--- src/design/lzwe_pkg.sv ---
// ----------------------------------------------------------------------------
// lzwe_pkg
// shared constants and types for the lzw encoder unit
// ----------------------------------------------------------------------------
`default_nettype none

package lzwe_pkg;

    localparam int DICT_SIZE = 4096;
    localparam int CODE_W    = $clog2(DICT_SIZE);
    localparam int BYTE_W    = 8;
    localparam int ADDR_W    = CODE_W + BYTE_W;
    localparam int OUT_W     = 12;
    localparam int FIFO_DEPTH = 4;

    localparam logic [CODE_W-1:0] NO_CODE        = CODE_W'(DICT_SIZE - 1);
    localparam logic [CODE_W-1:0] LAST_BYTE_CODE = CODE_W'(255);

    localparam logic OP_DATA   = 1'b0;
    localparam logic OP_FINISH = 1'b1;

    typedef struct packed {
        logic              en;
        logic [ADDR_W-1:0] addr;
        logic [CODE_W-1:0] data;
    } t_wr_req;

    typedef struct packed {
        logic [CODE_W-1:0] code;
        logic              last;
    } t_res;

    typedef struct packed {
        logic [1:0] cnt;
        t_res       r0;
        t_res       r1;
    } t_push;

endpackage

`default_nettype wire

--- src/design/lzwe_out_fifo.sv ---
// ----------------------------------------------------------------------------
// lzwe_out_fifo
// small result queue, takes up to two words a cycle and hands out one unless stalled
// ----------------------------------------------------------------------------
`default_nettype none

module lzwe_out_fifo (
    input  wire                  i_clk,
    input  wire                  i_rst_n,
    input  wire lzwe_pkg::t_push i_push,
    output logic                 o_room_two,
    output logic                 o_valid,
    output lzwe_pkg::t_res       o_res,
    input  wire                  i_stall
);

    localparam int PTR_W = $clog2(lzwe_pkg::FIFO_DEPTH);
    localparam int CNT_W = PTR_W + 1;

    lzwe_pkg::t_res   r_ent [lzwe_pkg::FIFO_DEPTH];
    logic [PTR_W-1:0] r_wr_ptr, n_wr_ptr;
    logic [PTR_W-1:0] r_rd_ptr, n_rd_ptr;
    logic [CNT_W-1:0] r_count,  n_count;
    logic             pop;

    assign pop = (r_count != '0) && !i_stall;

    always_comb begin
        n_wr_ptr = r_wr_ptr + PTR_W'(i_push.cnt);
        n_rd_ptr = r_rd_ptr + PTR_W'(pop);
        n_count  = r_count + CNT_W'(i_push.cnt) - CNT_W'(pop);
    end

    always_ff @(posedge i_clk) begin
        if (!i_rst_n) begin
            r_wr_ptr <= '0;
            r_rd_ptr <= '0;
            r_count  <= '0;
        end else begin
            r_wr_ptr <= n_wr_ptr;
            r_rd_ptr <= n_rd_ptr;
            r_count  <= n_count;
        end
    end

    always_ff @(posedge i_clk) begin
        if (i_push.cnt != 2'd0) begin
            r_ent[r_wr_ptr] <= i_push.r0;
        end
        if (i_push.cnt == 2'd2) begin
            r_ent[r_wr_ptr + PTR_W'(1)] <= i_push.r1;
        end
    end

    assign o_room_two = (r_count <= CNT_W'(lzwe_pkg::FIFO_DEPTH - 2));
    assign o_valid    = (r_count != '0);
    assign o_res      = r_ent[r_rd_ptr];

endmodule

`default_nettype wire

--- config.mk ---
export PLATFORM = sky130hd
export DESIGN_NAME = lzwe_out_fifo
export DESIGN_NICKNAME = d
export VERILOG_FILES = /design/src/design/lzwe_pkg.sv /design/src/design/lzwe_out_fifo.sv
export SDC_FILE = /design/constraint.sdc
export NUM_CORES = 1
export LEC_CHECK = 0
export BUFFER_PORTS_ARGS = -buffer_cell sky130_fd_sc_hd__buf_2
export CAP_MARGIN = 20
export CORE_UTILIZATION = 61
export DETAILED_ROUTE_END_ITERATION = 8
export GPL_TIMING_DRIVEN = 0
export PLACE_DENSITY = 0.85
export SYNTH_ARGS = -nofsm -noshare
export SYNTH_HDL_FRONTEND = slang
export SYNTH_SLANG_ARGS = --single-unit
--- constraint.sdc ---
create_clock -name i_clk -period 3.1 [get_ports i_clk]
set_clock_uncertainty 0.1 [all_clocks]
set_input_delay 0.31 -clock i_clk [delete_from_list [all_inputs] [get_ports i_clk]]
set_output_delay 0.31 -clock i_clk [all_outputs]
set_load 0.02 [all_outputs]
* Word-level counts from Yosys, hierarchy flattened
Memories as Yosys holds them, arrays and structs flattened. A register that Yosys moved wholly into a read port is not among the register bits.
Index checks and enable logic that the tools add are counted.
** Storage, ports and cells
- Register bits after elaboration :: 7
- Bits in writable memories :: 52
- Input bits :: 31
- Logic and storage cells :: 20
- Memories :: 1
** Memories
- r_ent :: depth 4, width 13, rd ports 1, clocked after Yosys merged registers in 1, write ports 2, line lzwe_out_fifo.sv:20 : lzwe_pkg::t_res r_ent [lzwe_pkg::FIFO_DEPTH];
** Operators by class
- Add/sub/neg operators :: 5
- $lt $le $gt $ge :: 1
- Equal/unequal tests :: 1
- Multiplexer cells :: 5
- Reduce and logical (&&, ||, !) cells :: 4
** Operator list (number)
- $mux 1 :: 4
- $add 3x2->3 :: 1
- $le 3x2->1 const B :: 1
- $reduce_bool 3->1 :: 1
- $sub 3x1->3 :: 1
- $add 2x1->2 :: 1
- $add 2x1->2 const B :: 1
- $add 2x2->2 :: 1
- $eq 2x2->1 const B :: 1
- $mux 2 :: 1
- $reduce_bool 2->1 :: 1
- $logic_and 1x1->1 :: 1
- $logic_not 1->1 :: 1

* Logic depth before layout (Yosys ltp)
- Depth after elaboration :: 4
- Depth in mapped cells :: 8

* Least setup slack after synthesis
OpenSTA, ideal clock, no wires.
- Kind :: register to register
- Start point :: reg r_wr_ptr[1]
- End point :: mem r_ent[0][0] (netlist name) (enable)
- Library setup time :: 0.404 ns
- Arrival :: 1.550 ns
- Path slack :: 1.046 ns
- Stages on the path, launching flop included :: 3
- Cells stage by stage :: dfxtp_1 > buf_2 > o31ai_1
** RTL lines
- start, declared :: line lzwe_out_fifo.sv:21 : logic [PTR_W-1:0] r_wr_ptr, n_wr_ptr;
- start signal, assigned :: line lzwe_out_fifo.sv:40 : r_wr_ptr <= n_wr_ptr;
- end, declared :: line lzwe_out_fifo.sv:20

* Worst setup path after layout
- Start point :: reg r_count[0]
- End point :: reg r_count[2]
** Between the ends
- Longest elaborated chain between the ends :: 3
- Elaborated cells on any way between the ends :: 4
- Those cells by class :: 2 x add/sub; 2 x reduce/logical
** RTL lines
- start, declared :: line lzwe_out_fifo.sv:23 : logic [CNT_W-1:0] r_count, n_count;
- start signal, assigned :: line lzwe_out_fifo.sv:42 : r_count <= n_count;
- parallel branches: the longest is 2 deep, another holds $add 3x2->3
- $sub 3x1->3 (*) :: line lzwe_out_fifo.sv:31 : n_count = r_count + CNT_W'(i_push.cnt) - CNT_W'(pop);
Mark *: on every way between the ends.
A chain may end at the register's enable or synchronous reset.

==> reports/metrics.cfg <==
[outcome]
outcome=complete, no violations

[timing]
clock.fmax_mhz=430.6
max_slew_margin=0.5652
fin_setup_tns_ns=0
finalMaxSlewViolations=0
period_share=0.7492
final-setup-viol-count=0
period_needed_ns=2.322
grt_setup_unrepaired=no
finalHoldWorstSlack_ns=0.1843
finalHoldViolCount=0
max_slew.worst_pin.slew_ns=0.6483

[clock_tree]
ctsHtreeMaxLevel=3
cts_resized=0
cts_tree=yes
holdBufCountCts=0
cts-root-buf=clkbuf_8
post_cts_buffers=0
cts_buf_count=9
clock_insertion_delay_worst_skew_ns=0.33
clockBufferDepth=2
clkSinkCount=59
cts.reportedPaths.clkPinSlew_ns=0.07

[global_routing]
via_count_of_the_first_global_routing_pass=1918
grt_use_total=0.2694
grt_first_pass_wirelength_um=9818
grt_max_degree=14
grt_antenna_before_repair=0
grt_overflow_total=0

[worst_setup_path]
crit_slowest_cell=nor3_1
worst_setup_path_end_kind=flip-flop
setup.worst_path.start_class=flip-flop
timing_worst_setup_path_type=flip-flop to flip-flop
cp_data_required_time_ns=3.23
timing.critical_path.mode_cell=xnor2_1
timing.critical_path.fanout_max=6
critPathMaxStageDelay_ns=0.48
crit_path_cell_trace=nor3_1 -> or3_1 -> nand2_1 -> ha_1 -> fa_1 -> xnor2_1 -> xnor2_1 -> and2_1
crit_arrival_ns=2.45

[yosys]
post_synthesis_average_cell_area_um2=17.47
syn-cell-area_um2=3057
synth-seq-area-share=0.5567
syn_inst=175
postSynthRegisterBits=59
synth_cell_type_count=31
synth.net_count=210
synth-warning-count=0

[power]
power.share.combinational=0.272
power.net_switching_w=0.0006610
leakagePower_nw=1.346
clock_power_share=0.284
internal_power_w=0.001614
seq_power_share=0.444
worst_ir_drop_vdd_uv=323.7
fin_total_pwr_w=0.002275
power.density_cell_area_nw_per_um2=637.3
switching_share=0.2906

[cells_and_area]
finish.instance_area_um2=3570
fraction_of_final_layout_cells_sized_beyond_drive_strength_1=0.5378
num-fill-cells=327
nets=269
antenna_cells_inserted=0
layout_commonest_cell=edfxtp_1
layout.cells.most_common_list=52 x edfxtp_1, 48 x buf_2, 23 x mux2_2
synthToLayoutAreaGrowth_pct=16.78
final_cells=305

[place]
post-dp-hpwl_um=4310
gp_congestion=0.7168
placedInstanceArea_um2=3397
port_buffers=45
dpl.cell_count=290

[run]
max_cap_violations=0

[routing]
initialDrtViolationCount=105
drc_errors=0
wl_per_instance_um=20.82
antenna_violating_nets_post_route=0
via_per_inst=5.800
wirelength_um=6349
vias=1769
drt_pre_antenna_iters=4

[floorplanning]
ioPinCount=46
design.core.area_um2=4786
floorplan.initialDensity=0.6387
rows=25
die_w_um=72.79
design.die.area_um2=5298
die-height_um=72.79

[hold_path]
hp-class=input port to flip-flop

[synthesized netlist by cell type]
cell type | instances | share of area
mux4_2 | 13 | 0.096
o21ai_0 | 2 | 0.0033
or3_1 | 3 | 0.0061
and2_1 | 5 | 0.010
inv_1 | 4 | 0.0049
buf_8 | 1 | 0.0049
mux2_4 | 19 | 0.093
buf_4 | 1 | 0.0025
nor2b_1 | 1 | 0.0020
xnor2_1 | 4 | 0.011
buf_2 | 3 | 0.0049
nor4_4 | 1 | 0.0070
nand2_1 | 2 | 0.0025
mux2_2 | 23 | 0.085
nor2b_2 | 1 | 0.0029
edfxtp_1 | 52 | 0.51
a21boi_0 | 2 | 0.0049
o31ai_1 | 1 | 0.0025
buf_12 | 1 | 0.0065
nor2_1 | 3 | 0.0037
buf_6 | 4 | 0.015
nand2b_1 | 1 | 0.0020
nand3_2 | 1 | 0.0033
and3b_1 | 2 | 0.0057
a21oi_1 | 2 | 0.0033
nor3_1 | 1 | 0.0016
dfxtp_1 | 7 | 0.046
a21o_2 | 1 | 0.0029
fa_1 | 1 | 0.0065
mux2_1 | 10 | 0.037
ha_1 | 3 | 0.012
[critical path, delay by kind of cell, from the launching register on]
family / cells / cell delay [ns]
simple gates: 4 / 0.94
fa+ha+maj: 2 / 0.58
flops: 1 / 0.34
xor+xnor: 2 / 0.27
[area by class of cell]
| class | count | area, um2 | share of cell area |
|---|---|---|---|
| Tap cell | 67 | 83.83 | 0.02348 |
| Multi-Input combinational cell | 102 | 1242 | 0.3481 |
| Clock inverter | 5 | 45.04 | 0.01262 |
| Buffer | 10 | 102.6 | 0.02874 |
| Inverter | 4 | 15.01 | 0.004206 |
| Timing Repair Buffer | 48 | 251.5 | 0.07045 |
| Sequential cell | 59 | 1702 | 0.4767 |
| Clock buffer | 10 | 127.6 | 0.03575 |
[path summary, 6_finish.rpt]
| check | slack, ns | cells past startpoint | endpoint | startpoint |
|---|---|---|---|---|
| worst max-delay path | 0.78 | 8 | r_count[2]$_SDFF_PN0_ | r_count[0]$_SDFF_PN0_ |
| worst min register to register | 0.54 | 2 | r_count[2]$_SDFF_PN0_ | r_count[2]$_SDFF_PN0_ |
| worst min-delay path | 0.18 | 2 | r_rd_ptr[1]$_SDFF_PN0_ | i_rst_n |
| worst max register to register | 0.78 | 8 | r_count[2]$_SDFF_PN0_ | r_count[0]$_SDFF_PN0_ |
[metal layers]
layer | wire length, um | global-route usage | share of wire
met4 | 81 | 0.1089 | 0.013
met1 | 2504 | 0.3175 | 0.39
met2 | 3411 | 0.4642 | 0.54
met5 | 0 | 0 | 0
met3 | 352 | 0.07873 | 0.055
[cells by family after synthesis]
logic type | count (synthesis) | synth area share
DFF | 59 | 0.5567
xor gates and xnor gates | 4 | 0.01146
and+or+nand+nor | 21 | 0.04708
AOI/OAI and AO/OA | 8 | 0.01678
adders and majority gates | 4 | 0.01883
buffers and inverters | 14 | 0.03847
muxes | 65 | 0.3107
[state kept, by name (all words and copies together), names as in the netlist]
name,cells
r_ent,52
r_rd_ptr,2
r_count,3
r_wr_ptr,2
[through the flow]
stage               utilization  worst slack (ns)
finish                   0.7459            0.7775
global route             0.7459            0.6376
CTS                      0.7459            0.7418
detailed placement       0.7098            0.7883
global placement         0.7033            0.1352
floorplan                     -             1.046
[power by group through the flow]
stage               Clock [W]  Sequential, W  Combinational (W)
floorplan                   0        0.00101           0.000434
global placement            0        0.00102           0.000577
detailed placement          0        0.00103           0.000623
CTS                  0.000648        0.00101           0.000624
global route         0.000678        0.00102           0.000674
finish               0.000646        0.00101           0.000619
(Power assumes the default switching activity.)
